`config.mk`:
```
export PLATFORM = sky130hd
export DESIGN_NAME = sprite_blit_alpha_blend_core
export DESIGN_NICKNAME = d
export VERILOG_FILES = /design/src/rtl/sba_pkg.sv /design/src/rtl/sba_addr.sv /design/src/rtl/sba_blend.sv /design/src/rtl/sprite_blit_alpha_blend_core.sv
export VERILOG_INCLUDE_DIRS = /design/src /design/src/rtl
export SDC_FILE = /design/constraint.sdc
export NUM_CORES = 2
export LEC_CHECK = 0
export BUFFER_PORTS_ARGS = -buffer_cell sky130_fd_sc_hd__buf_4
export CORE_UTILIZATION = 36
export CTS_CLUSTER_DIAMETER = 60
export DETAILED_ROUTE_END_ITERATION = 7
export GPL_TIMING_DRIVEN = 0
export SLEW_MARGIN = 15
export SYNTH_ARGS = -nofsm -noshare
export SYNTH_HDL_FRONTEND = slang
export SYNTH_HIERARCHICAL = 1
export SYNTH_SLANG_ARGS = --single-unit
```
`constraint.sdc`:
```
create_clock -name clk -period 14.3 [get_ports clk]
set_input_delay 2.145 -clock clk [delete_from_list [all_inputs] [get_ports clk]]
set_output_delay 2.145 -clock clk [all_outputs]
set_load 0.02 [all_outputs]
```
`src/rtl/sprite_blit_alpha_blend_core_macros.svh`:
```
// Assertion macros shared by the sprite blit alpha blend core
`ifndef SPRITE_BLIT_ALPHA_BLEND_CORE_MACROS_SVH
`define SPRITE_BLIT_ALPHA_BLEND_CORE_MACROS_SVH

// same-cycle implication, checked outside reset
`define SBA_ASSERT_SAME(label, clk, rst_n, ante, cons) \
  label: assert property (@(posedge clk) disable iff (!rst_n) (ante) |-> (cons)) \
    else $error("sprite blit core: same-cycle check failed");

// next-cycle implication, checked outside reset
`define SBA_ASSERT_NEXT(label, clk, rst_n, ante, cons) \
  label: assert property (@(posedge clk) disable iff (!rst_n) (ante) |=> (cons)) \
    else $error("sprite blit core: next-cycle check failed");

`endif

```
`src/rtl/sba_pkg.sv`:
```
// Shared types and constants for the sprite blit alpha blend core
`default_nettype none

package sba_pkg;

  localparam int CFG_IDX_W  = 2;
  localparam int CFG_DATA_W = 13;
  localparam int COORD_W    = 12;
  localparam int DIM_W      = 13;
  localparam int ADDR_W     = 24;
  localparam int PIX_W      = 32;

  // configuration register indexes
  localparam logic [CFG_IDX_W-1:0] CFG_PLACE_X       = 2'd0;
  localparam logic [CFG_IDX_W-1:0] CFG_PLACE_Y       = 2'd1;
  localparam logic [CFG_IDX_W-1:0] CFG_SCREEN_WIDTH  = 2'd2;
  localparam logic [CFG_IDX_W-1:0] CFG_SCREEN_HEIGHT = 2'd3;

  // register reset values
  localparam logic [COORD_W-1:0] PLACE_RST  = 12'd0;
  localparam logic [DIM_W-1:0]   SCREEN_RST = 13'd500;

  localparam logic [7:0] ALPHA_OPAQUE = 8'hff;

  typedef struct packed {
    logic [PIX_W-1:0]   src_pixel;
    logic [COORD_W-1:0] sprite_col;
    logic [COORD_W-1:0] sprite_row;
    logic [PIX_W-1:0]   dest_pixel;
  } in_item_t;

  typedef struct packed {
    logic              write_enable;
    logic [ADDR_W-1:0] dest_address;
    logic [PIX_W-1:0]  blended_pixel;
  } out_item_t;

  // clip and address result passed from the address unit
  typedef struct packed {
    logic              in_screen;
    logic [ADDR_W-1:0] address;
  } addr_res_t;

endpackage

`default_nettype wire

```
`src/rtl/sba_addr.sv`:
```
// Clipping and linear framebuffer address for one sprite pixel
`default_nettype none

module sba_addr #(
  parameter int MAX_SCREEN_DIM = 4096
) (
  input  logic [sba_pkg::COORD_W-1:0] sprite_col,
  input  logic [sba_pkg::COORD_W-1:0] sprite_row,
  input  logic [sba_pkg::COORD_W-1:0] place_x,
  input  logic [sba_pkg::COORD_W-1:0] place_y,
  input  logic [sba_pkg::DIM_W-1:0]   screen_width,
  input  logic [sba_pkg::DIM_W-1:0]   screen_height,
  output sba_pkg::addr_res_t          res
);
  import sba_pkg::*;

  localparam logic [DIM_W-1:0] DIM_MAX = DIM_W'(MAX_SCREEN_DIM);

  logic [DIM_W-1:0]   col;
  logic [DIM_W-1:0]   row;
  logic [DIM_W-1:0]   w_sat;
  logic [DIM_W-1:0]   h_sat;
  logic [2*DIM_W-1:0] row_base;
  logic [2*DIM_W-1:0] lin;

  // target position on screen
  assign col = {1'b0, sprite_col} + {1'b0, place_x};
  assign row = {1'b0, sprite_row} + {1'b0, place_y};

  // screen size limited to the largest supported dimension
  assign w_sat = (screen_width  > DIM_MAX) ? DIM_MAX : screen_width;
  assign h_sat = (screen_height > DIM_MAX) ? DIM_MAX : screen_height;

  // row stride multiply and column offset
  assign row_base = row * w_sat;
  assign lin      = row_base + {{DIM_W{1'b0}}, col};

  assign res.in_screen = (col < w_sat) && (row < h_sat);
  assign res.address   = lin[ADDR_W-1:0];

endmodule

`default_nettype wire

```
`src/rtl/sba_blend.sv`:
```
// BGRA to ARGB reorder and alpha blend over the framebuffer pixel
`default_nettype none

module sba_blend (
  input  logic [sba_pkg::PIX_W-1:0] src_bgra,
  input  logic [sba_pkg::PIX_W-1:0] cur_argb,
  output logic [sba_pkg::PIX_W-1:0] blended
);
  import sba_pkg::*;

  logic [PIX_W-1:0] src_argb;
  logic [7:0]       alpha;
  logic [7:0]       inv_alpha;
  logic [PIX_W-1:0] mixed;

  // byte reorder, alpha ends up in the top byte
  assign src_argb  = {src_bgra[7:0], src_bgra[15:8], src_bgra[23:16], src_bgra[31:24]};
  assign alpha     = src_argb[31:24];
  assign inv_alpha = ALPHA_OPAQUE - alpha;

  // per channel mix, floor of x/255 as (x + 1 + (x >> 8)) >> 8, exact for x up to 255*255
  always_comb begin
    logic [15:0] sum;
    logic [16:0] adj;
    mixed = {alpha, 24'd0};
    for (int c = 0; c < 3; c++) begin
      sum = ({8'd0, cur_argb[8*c +: 8]} * {8'd0, inv_alpha}) +
            ({8'd0, src_argb[8*c +: 8]} * {8'd0, alpha});
      adj = {1'b0, sum} + 17'd1 + {9'd0, sum[15:8]};
      mixed[8*c +: 8] = adj[15:8];
    end
  end

  // opaque source passes straight through
  assign blended = (alpha == ALPHA_OPAQUE) ? src_argb : mixed;

endmodule

`default_nettype wire

```
`src/rtl/sprite_blit_alpha_blend_core.sv`:
```
// Top level of the sprite blit alpha blend core
// An item passes the input register, then the result register; address multiply and blends
// sit between them. One item per cycle unless out_stall holds the result register.
// in_stall rises only when both registers hold items and out_stall is high.
// Reset (rst_n low, synchronous) empties both registers, places the sprite at 0,0
// and sets the screen to 500 by 500.
`default_nettype none
`include "sprite_blit_alpha_blend_core_macros.svh"

module sprite_blit_alpha_blend_core #(
  parameter int MAX_SCREEN_DIM = 4096
) (
  input  logic                           clk,
  input  logic                           rst_n,
  input  logic                           in_valid,
  output logic                           in_stall,
  input  sba_pkg::in_item_t              in_item,
  output logic                           out_valid,
  input  logic                           out_stall,
  output sba_pkg::out_item_t             out_item,
  input  logic                           cfg_valid,
  output logic                           cfg_ready,
  input  logic [sba_pkg::CFG_IDX_W-1:0]  cfg_index,
  input  logic [sba_pkg::CFG_DATA_W-1:0] cfg_data
);
  import sba_pkg::*;

  logic [COORD_W-1:0] place_x_r;
  logic [COORD_W-1:0] place_y_r;
  logic [DIM_W-1:0]   screen_width_r;
  logic [DIM_W-1:0]   screen_height_r;

  logic      s1_vld_r;
  logic      s1_vld_nxt;
  in_item_t  s1_item_r;
  logic      s2_vld_r;
  logic      s2_vld_nxt;
  out_item_t s2_item_r;
  out_item_t s2_item_nxt;

  logic      s2_hold;
  logic      s1_adv;
  logic      s1_load;
  addr_res_t addr_res;
  logic [PIX_W-1:0] blend_pix;

  // configuration registers, always ready
  assign cfg_ready = 1'b1;

  always_ff @(posedge clk) begin
    if (!rst_n) begin
      place_x_r       <= PLACE_RST;
      place_y_r       <= PLACE_RST;
      screen_width_r  <= SCREEN_RST;
      screen_height_r <= SCREEN_RST;
    end else if (cfg_valid && cfg_ready) begin
      case (cfg_index)
        CFG_PLACE_X:       place_x_r       <= cfg_data[COORD_W-1:0];
        CFG_PLACE_Y:       place_y_r       <= cfg_data[COORD_W-1:0];
        CFG_SCREEN_WIDTH:  screen_width_r  <= cfg_data[DIM_W-1:0];
        CFG_SCREEN_HEIGHT: screen_height_r <= cfg_data[DIM_W-1:0];
        default: ;
      endcase
    end
  end

  // two-stage flow control
  assign s2_hold    = s2_vld_r & out_stall;
  assign s1_adv     = s1_vld_r & ~s2_hold;
  assign in_stall   = s1_vld_r & s2_hold;
  assign s1_load    = in_valid & ~in_stall;
  assign s1_vld_nxt = s1_load | (s1_vld_r & ~s1_adv);
  assign s2_vld_nxt = s1_adv | s2_hold;

  always_ff @(posedge clk) begin
    if (!rst_n) begin
      s1_vld_r <= 1'b0;
      s2_vld_r <= 1'b0;
    end else begin
      s1_vld_r <= s1_vld_nxt;
      s2_vld_r <= s2_vld_nxt;
    end
  end

  // input register
  always_ff @(posedge clk) begin
    if (s1_load) begin
      s1_item_r <= in_item;
    end
  end

  // compute pass
  sba_addr #(
    .MAX_SCREEN_DIM(MAX_SCREEN_DIM)
  ) u_addr (
    .sprite_col   (s1_item_r.sprite_col),
    .sprite_row   (s1_item_r.sprite_row),
    .place_x      (place_x_r),
    .place_y      (place_y_r),
    .screen_width (screen_width_r),
    .screen_height(screen_height_r),
    .res          (addr_res)
  );

  sba_blend u_blend (
    .src_bgra(s1_item_r.src_pixel),
    .cur_argb(s1_item_r.dest_pixel),
    .blended (blend_pix)
  );

  // clipped pixels give an all-zero item
  always_comb begin
    s2_item_nxt.write_enable  = addr_res.in_screen;
    s2_item_nxt.dest_address  = addr_res.in_screen ? addr_res.address : '0;
    s2_item_nxt.blended_pixel = addr_res.in_screen ? blend_pix : '0;
  end

  // result register
  always_ff @(posedge clk) begin
    if (s1_adv) begin
      s2_item_r <= s2_item_nxt;
    end
  end

  assign out_valid = s2_vld_r;
  assign out_item  = s2_item_r;

  // checks
  `SBA_ASSERT_SAME(a_clip_zero, clk, rst_n,
    out_valid && !out_item.write_enable,
    out_item.dest_address == '0 && out_item.blended_pixel == '0)
  `SBA_ASSERT_NEXT(a_s1_moves, clk, rst_n, s1_vld_r && !s2_hold, s2_vld_r)
  `SBA_ASSERT_SAME(a_stall_full, clk, rst_n, in_stall, s1_vld_r && s2_vld_r && out_stall)

endmodule

`default_nettype wire
```
### Word level (Yosys, flattened, before mapping)

Index checks and enable logic that the tools add are counted.

* register bits: 189
* input bits: 108
* output and inout port bits: 60
* word-level logic and storage cells: 60

* add/sub/neg operators: 13
* $mul: 7
* $lt $le $gt $ge: 4
* eq/ne operators: 4
* muxes and demuxes: 3
* bitwise gates (word level): 10
* reductions and logical operators: 6

Operators by type and width (count)
* multiplier 8 x 8 -> 16 bit: 6
* adder 16 x 1 -> 16 bit (second input constant): 3
* adder 16 bit: 3
* adder 16 x 8 -> 16 bit: 3
* adder 12 x 12 -> 13 bit: 2
* > comparator 13 bit (second input constant): 2
* < comparator 13 bit: 2
* two-way mux 13 bit: 2
* adder 24 x 13 -> 24 bit: 1
* multiplier 13 x 13 -> 24 bit: 1
* two-way mux 24 bit: 1
* equality test 8 bit (second input constant): 1
* AND reduction 2 bit: 4
* subtractor 8 bit (first input constant): 1
* bitwise AND 1 bit: 5
* equality test 2 bit (second input constant): 2
* NOT 1 bit: 3
* equality test 2 x 1 -> 1 bit (second input constant): 1
* logical NOT 2 bit: 1
* OR 1 bit: 2
* logical AND 1 bit: 1

### Depth between registers and ports, before layout

* depth in word-level cells: 6
* gate-level depth with buffers: 31

### Modules after synthesis

The synthesis kept the hierarchy.

Modules (own cells, without submodules)
* sba_blend: instances 1, cells an instance 1765, area an instance 15083.2 um2
* sba_addr: instances 1, cells an instance 884, area an instance 7287.0 um2
* sprite_blit_alpha_blend_core: instances 1, cells an instance 403, area an instance 6725.2 um2

### Least setup slack after synthesis

OpenSTA, ideal clock, no wires.

* path type: reg2reg
* start: register s1_item_r[32] (netlist name)
* end: register s2_item_r, in the netlist out_item[55] (data pin)
* setup time: 255 ps
* data arrival time: 7044 ps
* data required time: 14045 ps
* slack: 7001 ps
* stages on the path, launching flop included: 30
* buffers on the path: 0
* clock period less this slack: 7299 ps
* cells stage by stage: edfxtp_1 > ha_1 > inv_1 > fa_1 > nor2b_1 > o31a_1 > o41ai_2 > o21ba_1 > xor2_1 > nor2_1 > fa_1 > inv_1 > fa_1 > inv_1 > fa_1 > fa_1 > fa_1 > inv_1 > fa_1 > inv_1 > ha_1 > a21o_1 > a21oi_1 > nand2_1 > o221a_4 > a41o_1 > a31oi_2 > a21oi_1 > xnor2_1 > and2_1

RTL lines
* start, declared: line sprite_blit_alpha_blend_core.sv:35 `in_item_t s1_item_r;`
* start signal, assigned: line sprite_blit_alpha_blend_core.sv:88 `s1_item_r <= in_item;`
* end signal, assigned: line sprite_blit_alpha_blend_core.sv:121 `s2_item_r <= s2_item_nxt;`
* end, declared: line sprite_blit_alpha_blend_core.sv:38 `out_item_t s2_item_r;`

### Final worst setup path

* start: register s1_item_r[56] (netlist name)
* end: register s2_item_r, in the netlist out_item[15] (data pin)

* word-level cells in the longest chain between the ends: 6

RTL lines
* subtractor 8 bit: line sba_blend.sv:19 `assign inv_alpha = ALPHA_OPAQUE - alpha;`
* multiplier 8 x 8 -> 16 bit: line sba_blend.sv:27 `sum = ({8'd0, cur_argb[8*c +: 8]} * {8'd0, inv_alpha}) +`
* adder 16 bit: line sba_blend.sv:27
* adder 16 x 1 -> 16 bit: line sba_blend.sv:29 `adj = {1'b0, sum} + 17'd1 + {9'd0, sum[15:8]};`
* adder 16 x 8 -> 16 bit: line sba_blend.sv:29
* two-way mux 24 bit *: line sba_blend.sv:35 `assign blended = (alpha == ALPHA_OPAQUE) ? src_argb : mixed;`
* via blend_pix[15]: line sprite_blit_alpha_blend_core.sv:45 `logic [PIX_W-1:0] blend_pix;`

The timed path passes the listed nets; every way through them passes the cells marked *.
A chain may end at the register's enable or synchronous reset.

==> summary.txt <==
Status
  – Status: complete, no violations

Setup path
  – Reg2Reg Depth: 27
  – Critical Path RT: 14.58 ns
  – Type of origin of the critical path: register
  – RR Startpoint: s1_item_r[56]
  – Kind of critical path: reg2reg
  – CP Capture Type: register
  – Worst EP arrival: 9.72 ns
  – Crit path max fanout: 10
  – Reg2reg setup slack: 4.86 ns
  – R2r endpoint: out_item[15]

Clocking
  – Clock latency on the worst-skew pair: 0.53 ns
  – # Post-CTS Setup Buffers: 0
  – CTS H-tree lvls: 4
  – CTS Buf Count: 17
  – CTS sink count: 189
  – CTS tree: built
  – CTS Hold Bufs: 0
  – Clk root buf: clkbuf_16
  – CTS resizes: 0
  – Clock-pin slew on the worst setup and hold paths: 0.08 ns
  – CTS max path bufs: 2

Routing
  – Via count: 20900
  – Final wirelength: 77.07 mm
  – DRC: 0
  – Antenna Nets Post-Route: 0
  – Vias per cell: 4.868
  – First-pass DRT Iterations: 5
  – DR WL/cell: 17.96 µm
  – Starting DRT DRC Count: 1121

Floorplanning
  – Ports: 168
  – Die area: 81290 µm²
  – Number of cell rows: 103
  – Core area: 79130 µm²
  – Die H: 285.1 µm
  – Chip Width: 285.1 µm
  – Initial Util: 0.3647

Place
  – I/O Buffers: 157
  – DP Wirelength: 62.37 mm
  – Routability cong.: 0.9084

Min path
  – Hold/Removal Path Class: reg2reg
  – Hold path endpoint: place_x_r[3]
  – Hold depth: 2
  – Worst Hold Launch: place_x_r[3]

Final layout
  – Synth-to-layout area growth: 11.45%
  – Filler cells: 8005
  – Nets: 4087
  – Area taken by multi-input logic gates: 20970 µm²
  – Storage cell area: 5155 µm²
  – Layout cells sized above 1: 0.08331

GRT
  – Largest net degree at the start of global routing: 31
  – GRT Util Overall: 0.1983
  – Antenna violations before repair: 0
  – Grt ovf: 0
  – First-pass GRT wire length: 123.1 mm
  – Vias in the first global route: 22000

STA
  – Setup violations, final: 0
  – Fin crit share: 0.6600
  – Slew @ Worst Pin: 1.111 ns
  – Final min period: 9.439 ns
  – Final Hold Vio Count: 0
  – TNS Setup: 0 ns
  – Slew headroom: 0.2568
  – RSZ-0062 raised after global routing: false
  – Skew final: 0.02403 ns
  – Slew Viols, Final: 0
  – Max Clk Rate: 0.1059 GHz

Synth
  – Cell Area, Synth: 28860 µm²
  – Synth Warn #: 6
  – Synth Instances: 3044
  – Syn_area_per_cell: 9.479 µm²

Job
  – Max cap viols: 0
cell type report:
type | count | share of cell area
plain buffers | 100 | 0.01424
diodes | 1 | 0.00007781
well taps | 1050 | 0.04085
clock inverters | 13 | 0.005486
flip-flops and latches | 189 | 0.1603
inverters | 612 | 0.07143
repair buffers | 163 | 0.04132
multi-input cells | 2145 | 0.6522
clock buffers | 19 | 0.01412
sequential cells by signal (all words and copies together), names as in the netlist:
| name | cells |
|---|---|
| place_y_r | 12 |
| out_valid | 1 |
| place_x_r | 12 |
| s1_vld_r | 1 |
| screen_width_r | 13 |
| s1_item_r | 80 |
| out_item | 57 |
| screen_height_r | 13 |
critical path: stages (launching register included):
cell       delay (ns)
edfxtp_1         0.61
clkbuf_1         0.70
clkbuf_1         0.59
nand2_1          0.16
fa_1             0.51
fa_1             0.51
inv_1            0.05
fa_1             0.57
fa_1             0.44
fa_1             0.50
inv_1            0.05
fa_1             0.47
inv_1            0.04
ha_1             0.34
a21o_1           0.23
nor3_1           0.36
a211oi_1         0.15
o311ai_1         0.68
ha_1             0.29
a2111oi_0        0.08
nand2_1          0.07
o21ai_0          0.14
o21bai_1         0.20
nor4b_1          0.61
o21ai_0          0.35
xor2_1           0.20
a21oi_1          0.07
and2_1           0.19
layout by cell type (no fill, tap or decap), drive strengths merged, types with 64 or more instances in the layout:
cell type and count:
nor2b 156, o21ai 64, a21oi 68, nand2b 89
inv 621, ha 332, nor2 162, edfxtp 137
nand2 249, clkbuf 94, buf 187, and2 178
xnor2 73, fa 419
layer usage:
layer | up-vias | GRT usage | wire (µm)
li1 | 9925 | - | -
met1 | 10340 | 0.2639 | 34690
met2 | 540 | 0.3179 | 35200
met3 | 86 | 0.04696 | 5218
met4 | 0 | 0.06150 | 1965
met5 | - | 0 | 0
worst max path at each step:
stage | start | slack [ns] | to | cells past startpoint
floorplan | s1_item_r[32] | 7.00 | out_item[55] | 29
global placement | out_stall | 3.69 | out_item[2] | 2
detailed placement | s1_item_r[56] | 4.96 | out_item[15] | 27
CTS | s1_item_r[56] | 4.91 | out_item[15] | 27
global route | s1_item_r[60] | 4.51 | out_item[15] | 27
finish | s1_item_r[56] | 4.86 | out_item[15] | 27
metrics by stage:
stage	instances	util	area [µm²]	setup slack, ns	hold WS (ns)
2_1_floorplan	3046	-	28860	7.001	0.4302
3_3_place_gp	4253	0.3963	31360	3.693	0.4400
3_5_place_dp	4259	0.3984	31520	4.956	0.4516
4_1_cts	4291	0.4064	32150	4.912	0.4654
5_1_grt	4291	0.4064	32160	4.507	0.4883
6_report	4292	0.4064	32160	4.861	0.4646
Power is not shown: default switching activity piles up to over one toggle a cycle in this logic, so the estimate is an artifact.
